**src/i2c_master_bit_sequencer_defines.svh**
```systemverilog
// Assertion macros shared by the bit sequencer RTL.
// No dependencies; include by bare file name in modules that assert.
`ifndef I2C_MASTER_BIT_SEQUENCER_DEFINES_SVH
`define I2C_MASTER_BIT_SEQUENCER_DEFINES_SVH
`ifndef SYNTHESIS
// Check an expression at every clock edge out of reset
`define I2CBS_ASSERT_ALWAYS(label, clk, rst_n, expr) \
    label: assert property (@(posedge clk) disable iff (!rst_n) (expr)) \
        else $error("%m: invariant violated");
// Check that an antecedent implies a consequent in the same cycle
`define I2CBS_ASSERT_IMPLY(label, clk, rst_n, ante, cons) \
    label: assert property (@(posedge clk) disable iff (!rst_n) (ante) |-> (cons)) \
        else $error("%m: implication violated");
`else
`define I2CBS_ASSERT_ALWAYS(label, clk, rst_n, expr)
`define I2CBS_ASSERT_IMPLY(label, clk, rst_n, ante, cons)
`endif
`endif

```
**src/i2cbs_pkg.sv**
```systemverilog
// Types, codes and phase tables for the I2C master bit sequencer.
// No dependencies; used by i2cbs_step, i2cbs_out_skid and the top level.
package i2cbs_pkg;

    // Command codes carried by each input word
    typedef enum logic [2:0] {
        OP_NONE  = 3'd0,
        OP_START = 3'd1,
        OP_STOP  = 3'd2,
        OP_WRITE = 3'd3,
        OP_READ  = 3'd4,
        OP_ACK   = 3'd5
    } op_t;

    // Active sequence, one-hot
    typedef enum logic [5:0] {
        ST_IDLE  = 6'b000001,
        ST_START = 6'b000010,
        ST_STOP  = 6'b000100,
        ST_WRITE = 6'b001000,
        ST_READ  = 6'b010000,
        ST_ACK   = 6'b100000
    } cmd_state_t;

    localparam int unsigned TICK_W   = 16;
    localparam int unsigned PHASE_W  = 5;
    localparam logic [TICK_W-1:0] PHASE_TICKS_RESET = 16'd10;
    localparam logic [TICK_W-1:0] TICK_MAX          = 16'hFFFF;

    // Phase counts per sequence
    localparam logic [PHASE_W-1:0] PHASES_START = 5'd4;
    localparam logic [PHASE_W-1:0] PHASES_STOP  = 5'd4;
    localparam logic [PHASE_W-1:0] PHASES_WRITE = 5'd19;
    localparam logic [PHASE_W-1:0] PHASES_READ  = 5'd25;
    localparam logic [PHASE_W-1:0] PHASES_ACK   = 5'd2;

    // Read sub-phase: (phase - 1) mod 3, tracked as a counter
    localparam logic [1:0] K_RELEASE = 2'd0;
    localparam logic [1:0] K_LOW     = 2'd1;
    localparam logic [1:0] K_HIGH    = 2'd2;

    typedef struct packed {
        logic scl;
        logic sda;
    } pins_t;

    // One result word, last field in the lowest bits
    typedef struct packed {
        logic [2:0] pad;
        logic       refused;
        logic       rx_valid;
        logic [7:0] rx_byte;
        logic       busy_res;
        logic       sda_out;
        logic       scl_out;
    } result_t;

    function automatic cmd_state_t op_to_state(op_t op);
        cmd_state_t st;
        unique case (op)
            OP_START: st = ST_START;
            OP_STOP:  st = ST_STOP;
            OP_WRITE: st = ST_WRITE;
            OP_READ:  st = ST_READ;
            OP_ACK:   st = ST_ACK;
            default:  st = ST_IDLE;
        endcase
        return st;
    endfunction

    function automatic logic [PHASE_W-1:0] phase_count(cmd_state_t st);
        logic [PHASE_W-1:0] n;
        unique case (st)
            ST_START: n = PHASES_START;
            ST_STOP:  n = PHASES_STOP;
            ST_WRITE: n = PHASES_WRITE;
            ST_READ:  n = PHASES_READ;
            ST_ACK:   n = PHASES_ACK;
            default:  n = '0;
        endcase
        return n;
    endfunction

    // Pin levels for entering a phase; levels not named are kept
    function automatic pins_t apply_phase(cmd_state_t st, logic [PHASE_W-1:0] idx,
                                          logic [1:0] k, logic [7:0] sr, pins_t cur);
        pins_t p;
        p = cur;
        unique case (st)
            ST_START:
            begin
                if (idx == 5'd0)
                begin
                    p.scl = 1'b0;
                    p.sda = 1'b1;
                end
                else if (idx == 5'd1) p.scl = 1'b1;
                else if (idx == 5'd2) p.sda = 1'b0;
                else                  p.scl = 1'b0;
            end
            ST_STOP:
            begin
                if (idx == 5'd0)      p.scl = 1'b0;
                else if (idx == 5'd1) p.sda = 1'b0;
                else if (idx == 5'd2) p.scl = 1'b1;
                else                  p.sda = 1'b1;
            end
            ST_WRITE:
            begin
                if (idx < 5'd16)
                begin
                    if (!idx[0])
                    begin
                        p.scl = 1'b0;
                        p.sda = sr[3'd7 - idx[3:1]];
                    end
                    else p.scl = 1'b1;
                end
                else if (idx == 5'd16) p.scl = 1'b0;
                else if (idx == 5'd17) p.sda = 1'b1;
                else                   p.scl = 1'b1;
            end
            ST_READ:
            begin
                if (idx == 5'd0)           p.scl = 1'b0;
                else if (k == K_RELEASE)   p.sda = 1'b1;
                else if (k == K_LOW)       p.scl = 1'b0;
                else                       p.scl = 1'b1;
            end
            ST_ACK:
            begin
                if (idx == 5'd0)
                begin
                    p.scl = 1'b0;
                    p.sda = ~sr[0];
                end
                else p.scl = 1'b1;
            end
            default: p = cur;
        endcase
        return p;
    endfunction

endpackage

```
**src/i2cbs_step.sv**
```systemverilog
// Sequencer state and the per-tick update that yields one result word.
// Depends on i2cbs_pkg and i2c_master_bit_sequencer_defines.svh.
`include "i2c_master_bit_sequencer_defines.svh"
module i2cbs_step
(
    input  logic                             clk,
    input  logic                             rst_n,
    input  logic                             tick_fire,
    input  logic [2:0]                       operation,
    input  logic [7:0]                       tx_byte,
    input  logic                             send_ack,
    input  logic                             sda_in,
    input  logic [i2cbs_pkg::TICK_W-1:0]     phase_ticks,
    output i2cbs_pkg::result_t               result
);

    i2cbs_pkg::cmd_state_t              state_reg, state_next;
    logic [i2cbs_pkg::PHASE_W-1:0]      idx_reg, idx_next;
    logic [1:0]                         k_reg, k_next;
    logic [i2cbs_pkg::TICK_W-1:0]       tc_reg, tc_next;
    logic [7:0]                         sr_reg, sr_next;
    i2cbs_pkg::pins_t                   pins_reg, pins_next;
    logic [7:0]                         last_reg, last_next;
    logic [i2cbs_pkg::TICK_W-1:0]       limit;
    logic                               rx_valid;
    logic                               refused;
    i2cbs_pkg::op_t                     op;
    i2cbs_pkg::cmd_state_t              op_state;

    assign limit    = (phase_ticks == '0) ? i2cbs_pkg::TICK_W'(1) : phase_ticks;
    assign op       = i2cbs_pkg::op_t'(operation);
    assign op_state = i2cbs_pkg::op_to_state(op);

    // Advance the phase, then take a new command if the sequencer is free
    always_comb
    begin
        state_next = state_reg;
        idx_next   = idx_reg;
        k_next     = k_reg;
        tc_next    = tc_reg;
        sr_next    = sr_reg;
        pins_next  = pins_reg;
        last_next  = last_reg;
        rx_valid   = 1'b0;
        refused    = 1'b0;

        if (state_next != i2cbs_pkg::ST_IDLE)
        begin
            if (tc_next >= limit)
            begin
                // Sample SDA at the end of each SCL-high read phase
                if (state_next == i2cbs_pkg::ST_READ && idx_next != '0
                    && k_next == i2cbs_pkg::K_HIGH)
                    sr_next = {sr_next[6:0], sda_in};
                idx_next = idx_next + 1'b1;
                k_next   = (k_next == i2cbs_pkg::K_HIGH) ? i2cbs_pkg::K_RELEASE
                                                         : k_next + 2'd1;
                tc_next  = '0;
                if (idx_next >= i2cbs_pkg::phase_count(state_next))
                begin
                    if (state_next != i2cbs_pkg::ST_START) pins_next.scl = 1'b0;
                    if (state_next == i2cbs_pkg::ST_READ)
                    begin
                        last_next = sr_next;
                        rx_valid  = 1'b1;
                    end
                    state_next = i2cbs_pkg::ST_IDLE;
                    idx_next   = '0;
                    k_next     = i2cbs_pkg::K_HIGH;
                end
                else
                begin
                    pins_next = i2cbs_pkg::apply_phase(state_next, idx_next, k_next,
                                                       sr_next, pins_next);
                end
            end
            if (state_next != i2cbs_pkg::ST_IDLE && op != i2cbs_pkg::OP_NONE)
                refused = 1'b1;
        end

        if (state_next == i2cbs_pkg::ST_IDLE && op_state != i2cbs_pkg::ST_IDLE)
        begin
            state_next = op_state;
            idx_next   = '0;
            k_next     = i2cbs_pkg::K_HIGH;
            tc_next    = '0;
            if (op == i2cbs_pkg::OP_WRITE)    sr_next = tx_byte;
            else if (op == i2cbs_pkg::OP_ACK) sr_next = {7'd0, send_ack};
            else                              sr_next = '0;
            pins_next = i2cbs_pkg::apply_phase(op_state, '0, i2cbs_pkg::K_HIGH,
                                               sr_next, pins_next);
        end

        // Count ticks shown in the current phase, saturating
        if (state_next != i2cbs_pkg::ST_IDLE && tc_next != i2cbs_pkg::TICK_MAX)
            tc_next = tc_next + 1'b1;
    end

    // Pack the result word
    always_comb
    begin
        result          = '0;
        result.scl_out  = pins_next.scl;
        result.sda_out  = pins_next.sda;
        result.busy_res = (state_next != i2cbs_pkg::ST_IDLE);
        result.rx_byte  = last_next;
        result.rx_valid = rx_valid;
        result.refused  = refused;
    end

    // Hold state between ticks
    always_ff @(posedge clk or negedge rst_n)
    begin
        if (!rst_n)
        begin
            state_reg    <= i2cbs_pkg::ST_IDLE;
            idx_reg      <= '0;
            k_reg        <= i2cbs_pkg::K_HIGH;
            tc_reg       <= '0;
            sr_reg       <= '0;
            pins_reg.scl <= 1'b0;
            pins_reg.sda <= 1'b1;
            last_reg     <= '0;
        end
        else if (tick_fire)
        begin
            state_reg <= state_next;
            idx_reg   <= idx_next;
            k_reg     <= k_next;
            tc_reg    <= tc_next;
            sr_reg    <= sr_next;
            pins_reg  <= pins_next;
            last_reg  <= last_next;
        end
    end

    `I2CBS_ASSERT_ALWAYS(a_state_onehot, clk, rst_n, $onehot(state_reg))
    `I2CBS_ASSERT_IMPLY(a_busy_counts, clk, rst_n, state_reg != i2cbs_pkg::ST_IDLE, tc_reg != '0)
    `I2CBS_ASSERT_IMPLY(a_idle_phase, clk, rst_n, state_reg == i2cbs_pkg::ST_IDLE, idx_reg == '0 && k_reg == i2cbs_pkg::K_HIGH)

endmodule

```
**src/i2cbs_out_skid.sv**
```systemverilog
// Two-entry output buffer for result words: output register plus skid stage.
// Depends on i2cbs_pkg and i2c_master_bit_sequencer_defines.svh.
`include "i2c_master_bit_sequencer_defines.svh"
module i2cbs_out_skid
(
    input  logic                clk,
    input  logic                rst_n,
    input  logic                in_valid,
    output logic                in_ready,
    input  i2cbs_pkg::result_t  in_data,
    output logic                out_valid,
    input  logic                out_ready,
    output i2cbs_pkg::result_t  out_data
);

    logic               out_valid_reg, out_valid_next;
    logic               skid_valid_reg, skid_valid_next;
    i2cbs_pkg::result_t out_data_reg, out_data_next;
    i2cbs_pkg::result_t skid_data_reg, skid_data_next;
    logic               in_fire;

    assign in_ready  = !skid_valid_reg;
    assign in_fire   = in_valid && in_ready;
    assign out_valid = out_valid_reg;
    assign out_data  = out_data_reg;

    // Refill the output from the skid stage first, else from the input
    always_comb
    begin
        out_valid_next  = out_valid_reg;
        skid_valid_next = skid_valid_reg;
        out_data_next   = out_data_reg;
        skid_data_next  = skid_data_reg;
        if (out_ready || !out_valid_reg)
        begin
            if (skid_valid_reg)
            begin
                out_valid_next  = 1'b1;
                out_data_next   = skid_data_reg;
                skid_valid_next = 1'b0;
            end
            else
            begin
                out_valid_next = in_fire;
                out_data_next  = in_data;
            end
        end
        else if (in_fire)
        begin
            skid_valid_next = 1'b1;
            skid_data_next  = in_data;
        end
    end

    always_ff @(posedge clk or negedge rst_n)
    begin
        if (!rst_n)
        begin
            out_valid_reg  <= 1'b0;
            skid_valid_reg <= 1'b0;
        end
        else
        begin
            out_valid_reg  <= out_valid_next;
            skid_valid_reg <= skid_valid_next;
        end
    end

    // Payload needs no reset
    always_ff @(posedge clk)
    begin
        out_data_reg  <= out_data_next;
        skid_data_reg <= skid_data_next;
    end

    `I2CBS_ASSERT_IMPLY(a_skid_behind_out, clk, rst_n, skid_valid_reg, out_valid_reg)
    `I2CBS_ASSERT_IMPLY(a_skid_only_stalled, clk, rst_n, $rose(skid_valid_reg), $past(out_valid_reg && !out_ready))
    `I2CBS_ASSERT_IMPLY(a_out_held, clk, rst_n, $past(out_valid_reg && !out_ready), out_valid_reg)

endmodule

```
**src/i2c_master_bit_sequencer.sv**
```systemverilog
// Top level of the I2C master bit sequencer: config register, step logic, output buffer.
// Depends on i2cbs_pkg, i2cbs_step and i2cbs_out_skid.
//
// Usage: every input word is one bus tick. s_tuser carries the command
// (none, start, stop, write byte, read byte, master ack); s_tdata carries the
// byte to write, the ack level and the sampled SDA level. Each input word
// yields exactly one result word on m_* with the SCL/SDA levels to drive,
// busy, the last read byte, a read-done pulse and a refused flag.
// phase_ticks (cfg_we/cfg_wdata) sets how many ticks each pin phase lasts;
// zero acts as one. Write it only while the sequencer is idle.
// Throughput: one word per cycle while s_tready is high; the update of the sequencer state is a
// single pass of logic between the state registers and the output register.
// Output: each result is registered in the output buffer before it appears on m_*.
// Receiver stall: a two-entry output buffer keeps taking one more word while
// a result waits; s_tready drops only when both entries are full.
// Reset: sequencer idle, SCL low, SDA released, read byte zero,
// phase_ticks 10, output buffer empty.
module i2c_master_bit_sequencer
(
    input  logic        clk,
    input  logic        rst_n,
    // Configuration: phase_ticks
    input  logic        cfg_we,
    input  logic [15:0] cfg_wdata,
    // Input words
    input  logic        s_tvalid,
    output logic        s_tready,
    input  logic [15:0] s_tdata,   // [7:0] tx_byte, [8] send_ack, [9] sda_in, [15:10] zero
    input  logic [2:0]  s_tuser,   // [2:0] operation
    // Result words
    output logic        m_tvalid,
    input  logic        m_tready,
    output logic [15:0] m_tdata    // [0] scl_out, [1] sda_out, [2] busy_res,
                                   // [10:3] rx_byte, [11] rx_valid, [12] refused,
                                   // [15:13] zero
);

    logic [i2cbs_pkg::TICK_W-1:0] phase_ticks_reg;
    logic                         tick_fire;
    i2cbs_pkg::result_t           step_result;
    i2cbs_pkg::result_t           out_result;

    assign tick_fire = s_tvalid && s_tready;

    // Hold the phase length register
    always_ff @(posedge clk or negedge rst_n)
    begin
        if (!rst_n)
            phase_ticks_reg <= i2cbs_pkg::PHASE_TICKS_RESET;
        else if (cfg_we)
            phase_ticks_reg <= cfg_wdata;
    end

    i2cbs_step u_step
    (
        .clk         (clk),
        .rst_n       (rst_n),
        .tick_fire   (tick_fire),
        .operation   (s_tuser),
        .tx_byte     (s_tdata[7:0]),
        .send_ack    (s_tdata[8]),
        .sda_in      (s_tdata[9]),
        .phase_ticks (phase_ticks_reg),
        .result      (step_result)
    );

    i2cbs_out_skid u_out
    (
        .clk       (clk),
        .rst_n     (rst_n),
        .in_valid  (s_tvalid),
        .in_ready  (s_tready),
        .in_data   (step_result),
        .out_valid (m_tvalid),
        .out_ready (m_tready),
        .out_data  (out_result)
    );

    assign m_tdata = out_result;

endmodule

```
**config.mk**
```make
export PLATFORM = sky130hd
export DESIGN_NAME = i2c_master_bit_sequencer
export DESIGN_NICKNAME = d
export VERILOG_FILES = /design/src/i2cbs_pkg.sv /design/src/i2cbs_step.sv /design/src/i2cbs_out_skid.sv /design/src/i2c_master_bit_sequencer.sv
export VERILOG_INCLUDE_DIRS = /design/src /design/src/src
export SDC_FILE = /design/constraint.sdc
export NUM_CORES = 1
export LEC_CHECK = 0
export ABC_CLOCK_PERIOD_IN_PS = 6200
export BUFFER_PORTS_ARGS = -buffer_cell sky130_fd_sc_hd__buf_2
export CAP_MARGIN = 20
export CORE_AREA = 2 2 99 101
export CTS_BUF_LIST = sky130_fd_sc_hd__clkbuf_16
export DETAILED_ROUTE_END_ITERATION = 16
export DIE_AREA = 0 0 101 103
export PLACE_DENSITY_LB_ADDON = 0.2
export SLEW_MARGIN = 20
export SYNTH_ARGS = -nofsm -noshare
export SYNTH_HDL_FRONTEND = slang
export SYNTH_SLANG_ARGS = --single-unit
```
**constraint.sdc**
```tcl
create_clock -name clk -period 6.2 [get_ports clk]
set_input_delay 1.24 -clock clk [delete_from_list [all_inputs] [get_ports clk]]
set_output_delay 1.24 -clock clk [all_outputs]
set_load 0.02 [all_outputs]
```
-- Word-level counts from Yosys, hierarchy flattened
Index checks and enable logic that the tools add are counted.
- register bits: 91
- bits of input ports: 40
- output and inout bits: 18
- add/sub/neg operators: 4
- magnitude comparators: 4
- equality and inequality tests: 28
- mux-type cells: 82
- bitwise gates (word level): 3
- reduce and logical (&&, ||, !) cells: 21
- operator list (operator ; count):
    8-bit 2-to-1 mux ; 12
    16-bit 2-to-1 mux ; 5
    1-bit 2-to-1 mux ; 38
    5-bit 2-to-1 mux ; 6
    6-bit 2-to-1 mux ; 5
    6-bit case mux with 5 select lines ; 1
    6-bit by 1-bit != test with 1-bit output, second input constant ; 4
    2-bit 2-to-1 mux ; 10
    5-bit case mux with 4 select lines ; 1
    16-bit by 1-bit adder with 16-bit output, second input constant ; 1
    16-bit >= comparator ; 1
    16-bit zero test ; 1
    16-bit != test, second input constant ; 1
    13-bit 2-to-1 mux ; 1
    6-bit by 2-bit == test with 1-bit output, second input constant ; 2
    6-bit by 3-bit == test with 1-bit output, second input constant ; 2
    6-bit by 4-bit == test with 1-bit output, second input constant ; 2
    6-bit by 5-bit == test with 1-bit output, second input constant ; 2
    6-bit == test, second input constant ; 2
    5-bit == test, second input constant ; 2
    2-bit case mux with 5 select lines ; 1
    3-bit by 2-bit == test with 1-bit output, second input constant ; 2
    3-bit == test, second input constant ; 2
    6-bit by 1-bit == test with 1-bit output, second input constant ; 1
    other kinds (27) ; 37

-- Longest topological paths before layout
- depth in word-level cells: 17
- depth in mapped cells: 18
- mapped depth without buffers: 17

-- By module
From an unflattened synthesis, not the netlist that was laid out.
- cells, all modules: 603
- area total of the unflattened synthesis: 6173.4 sq um
- modules (own cells, without submodules) (module ; times used ; cells each ; area each (sq um)):
    i2cbs_step ; 1 ; 510 ; 4237.8
    i2cbs_out_skid ; 1 ; 58 ; 1277.5
    i2c_master_bit_sequencer ; 1 ; 35 ; 658.1

-- Least setup slack after synthesis
OpenSTA, ideal clock, no wires.
- kind: register -> register
- start point: reg phase_ticks_reg[3] (netlist bit)
- end point: reg u_step.tc_reg[10] (netlist bit)
- library setup time: 0.130 ns
- arrival time: 3.606 ns
- slack: 2.464 ns
- cell stages (with the launch flop): 19
- period minus slack after synthesis: 3.736 ns
- cell sequence: dfstp_2 > nor3_1 > a41o_1 > ha_1 > nand2b_1 > a2111oi_4 > or3_4 > nand3_1 > a21o_1 > buf_4 > nor2_1 > ha_1 > and2_1 > nand4_1 > nor3_1 > nand3_1 > nand3_2 > nor4_1 > xnor2_1
- longest elaborated chain between the ends: 12
- elaborated cells on any way between the ends: 17
- those cells by class: add/sub: 1; order compare: 1; eq/ne: 3; mux: 9; reduce/logical: 3
- RTL lines (item ; RTL line ; RTL):
    start, declared ; i2c_master_bit_sequencer.sv:38 ; logic [i2cbs_pkg::TICK_W-1:0] phase_ticks_reg;
    start signal, assigned ; i2c_master_bit_sequencer.sv:49 ; phase_ticks_reg <= i2cbs_pkg::PHASE_TICKS_RESET;
    start signal, assigned ; i2c_master_bit_sequencer.sv:51 ; phase_ticks_reg <= cfg_wdata;
    16-bit zero test ; i2cbs_step.sv:30 ; assign limit = (phase_ticks == '0) ? i2cbs_pkg::TICK_W'(1) : phase_ticks;
    16-bit 2-to-1 mux (*) ; i2cbs_step.sv:30 ;
    16-bit >= comparator (*) ; i2cbs_step.sv:49 ; if (tc_next >= limit)
    parallel branches: the longest is 8 deep, another holds 16-bit by 1-bit adder with 16-bit output ; - ;
    16-bit 2-to-1 mux (*) ; i2cbs_step.sv:95 ; if (state_next != i2cbs_pkg::ST_IDLE && tc_next != i2cbs_pkg::TICK_MAX)
    end signal, assigned ; i2cbs_step.sv:130 ; tc_reg <= tc_next;
    end, declared ; i2cbs_step.sv:20 ; logic [i2cbs_pkg::TICK_W-1:0] tc_reg, tc_next;
Every way passes the cells marked *. The select of a mux whose other input is x is not followed.
A chain may end at the register's enable or synchronous reset.

-- Final worst setup path
- start point: reg phase_ticks_reg[10] (netlist bit)
- end point: reg u_step.tc_reg[7] (netlist bit)
The elaborated chain is that of the path after synthesis.

==> impl_metrics.ini <==
[outcome]
status = finished clean

[global_route]
grt_pass1_wl_um = 20100
overflow = 0
grt_max_degree = 66
grt_pass1_vias = 4176
grtUsageTotal_pct = 24.7
antenna_found_initial = 0

[clock_network]
cts-resized-gates = 0
cts-root-buf = clkbuf_16
htree_levels = 3
clkLatencyLatePin_ps = 350
cts_tree = done
cts_max_path_buffers = 2
holdBufCountCts = 0
clock_sinks = 91
numCtsBuffers = 9
clk_pin_slew_ps = 70
cts_setup_buffers = 0

[setup_path]
r2r-start = phase_ticks_reg[10]$_DFFE_PN0P_
critical_path.cell_chain = nor4_1 > a41o_1 > ha_1 > nand2b_1 > a2111oi_4 > or3_4 > nand3_1 > a21o_1 > nor2_1 > ha_1 > and2_1 > nand4_1 > nor3_1 > nand3_1 > nand3_2 > nor4_1 > xnor2_1
cp.required_ps = 6420
crit_buf_inv = 0
slowest_delay_ps = 450
crit_arrival_ps = 4610
crit_family = simple AND/OR/NAND/NOR gates
cp_slowest_cell = a2111oi_4
cp-startpoint = phase_ticks_reg[10]$_DFFE_PN0P_
worst_setup_path_start_kind = register
crit_type = reg -> reg
end_kind = register
worst-path-max-fanout = 10

[sta]
tightest_slew_ps = 933
rsz0062_at_grt = false
finalSetupViolations = 0
fin_crit_sh_pct = 70.8
min_period_ps = 4390
clock_skew_ps = 8.19
tns_ps = 0
finalHoldViolCount = 0
whs_ps = 508
fmax_mhz = 228
relSlewSlack_pct = 37.7
maxSlewViolCount = 0
fin_ws_ps = 1810

[detailed_routing]
vias_per_cell = 5.88
vias = 4355
firstDrtPassIters = 5
wl_per_cell_um = 16.3
drt_iter0_drc = 229
drtAntennaViolNets = 0
drc = 0
drt_wl_total_um = 12100

[logic_synthesis]
synth_area_um2 = 5460
synth_edf_count = 26
synthArstFlopShare_pct = 71.4
syn_inst = 585
yosysTopAreaCell = dfrtp_1
ys_top_cells_by_area = dfrtp_1, edfxtp_1, nand2_1
yosysSeqAreaShare_pct = 44.2
synth_ff_type = dfrtp_1
synth_seq_cells = 91
yosys_warnings = 0
yosysUniqueCellTypes = 71
syn_area_per_cell_um2 = 9.33
synth_top_area_share_pct = 27.5

[final_layout]
fill_cells = 810
nNetsFinal = 688
drive_gt1_share_pct = 17.1
finish.instance_area_um2 = 6020
final_util_pct = 63.6
syn2layout_area_growth_pct = 10.3
diodes = 0

[floorplan]
dieHeight_um = 103
dieArea_um2 = 10400
rows = 36
die_w_um = 101
start_util_pct = 57.7
coreArea_um2 = 9460
io_pins = 58

[place]
dp_hpwl_um = 8640
io_buffer_count = 48
preCtsSetupSlack_ps = 1830
place.gp.congestion = 0.907
place_area_um2 = 5720

[power]
peakVddDrop_v = 0.000144
p_per_area_nw_per_um2 = 309
power.leakage_nw = 2.62

[hold_path]
hold_start = u_step.last_reg[7]$_DFFE_PN0P_
hold_class = reg -> reg

[flow_run]
drv_cap = 0
-- worst paths after layout --
kind	depth (start not counted)	slack (ps)	endpoint
min in group asynchronous	2	1080	u_step.sr_reg[2]$_DFFE_PN0P_
max in group asynchronous	2	4590	u_step.tc_reg[14]$_DFFE_PN0P_
setup reg to reg	17	1810	u_step.tc_reg[7]$_DFFE_PN0P_
hold / removal	2	510	u_step.last_reg[7]$_DFFE_PN0P_
setup / recovery	17	1810	u_step.tc_reg[7]$_DFFE_PN0P_
hold reg to reg	2	510	u_step.last_reg[7]$_DFFE_PN0P_
-- kinds of logic (layout without fill, tap and decap cells) --
kind of cell    count (synthesis)  after routing  share of synthesized area (%)
simple gates                  214            214                           19.4
compound gates                150            150                           19.3
flops                          91             91                           44.2
buf+inv                        73            113                           5.73
fa+ha+maj                      26             26                           5.96
xor+xnor                       16             16                           2.57
mux                            14             14                           2.75
other cells                     1              3                         0.0687
-- synthesized netlist by cell type (3+ instances only) --
cell        n
nand2_1    91
dfrtp_1    60
inv_1      46
nor2_1     43
o21ai_0    34
edfxtp_1   26
ha_1       26
o21ai_1    21
a21oi_1    18
clkbuf_1   14
a22oi_1    11
nor3_1     11
xnor2_1    11
nand3_1    10
nand4_1    10
mux2i_1     9
a21oi_2     8
o2bb2ai_1   8
nor4_1      7
a211oi_1    6
o31ai_1     6
buf_4       5
dfstp_2     5
nor2b_1     5
nor3b_1     5
xor2_1      5
a2bb2oi_1   4
and2_1      4
buf_2       4
mux2_2      4
nand2b_1    4
o211ai_1    4
a21o_1      3
a22o_1      3
a31o_2      3
a32o_1      3
and4_1      3
nand3_2     3
-- stage by stage --
| stage | power (W) | cells |
|---|---|---|
| after CTS | 0.00186 | 741 |
| after detailed placement | 0.00132 | 725 |
| final | 0.00186 | 741 |
| after floorplan | 0.00117 | 587 |
| after global placement | 0.00130 | 725 |
| after global routing | 0.00196 | 741 |
-- where the power goes --
group,internal [W],switching [W],leakage [nW]
registers,0.000705,0.0000941,1.10
logic,0.000198,0.000313,1.39
clock network,0.000283,0.000266,0.135
total,0.00119,0.000672,2.62
-- layout by cell type, fill, tap and decap left out, types with 5 or more instances in the layout --
master / synthesis / final
a211oi_1: 6 / 6
a21oi_1: 18 / 18
a21oi_2: 8 / 8
a22oi_1: 11 / 11
buf_2: 4 / 48
clkbuf_16: 0 / 9
dfrtp_1: 60 / 60
dfstp_2: 5 / 5
edfxtp_1: 26 / 26
ha_1: 26 / 26
inv_1: 46 / 46
mux2i_1: 9 / 9
nand2_1: 91 / 91
nand3_1: 10 / 10
nand4_1: 10 / 10
nor2_1: 43 / 42
nor2b_1: 5 / 5
nor3_1: 11 / 11
nor3b_1: 5 / 5
nor4_1: 7 / 7
o21ai_0: 34 / 34
o21ai_1: 21 / 21
o2bb2ai_1: 8 / 8
o31ai_1: 6 / 6
xnor2_1: 11 / 11
xor2_1: 5 / 5
-- per-layer routing --
layer | share of wire [%] | wire length, um | global-route usage, % | vias to the layer above
li1 | - | - | - | 2158
met1 | 44 | 5340 | 31.6 | 2063
met2 | 49 | 5960 | 42.3 | 111
met3 | 4.1 | 499 | 4.00 | 23
met4 | 2.3 | 276 | 9.46 | 0
met5 | 0 | 0 | 0 | -
-- worst register-to-register path: stages, from the launching register on --
cell       delay [ps]
dfrtp_1           380
nor4_1            370
a41o_1            260
ha_1              230
nand2b_1          180
a2111oi_4         450
or3_4             220
nand3_1           120
a21o_1            360
nor2_1            150
ha_1              200
and2_1            210
nand4_1           250
nor3_1            310
nand3_1           130
nand3_2           200
nor4_1             90
xnor2_1           150
-- area by class of cell --
type,count,area [um2],share of cell area (%)
Timing Repair Buffer,49,248,4.12
Tap cell,114,143,2.37
Clock buffer,9,225,3.74
Multi-Input combinational cell,423,2740,45.5
Clock inverter,7,70.1,1.16
Inverter,48,180,2.99
Sequential cell,91,2410,40.1
Note: power is estimated with default switching activity, not from simulation.
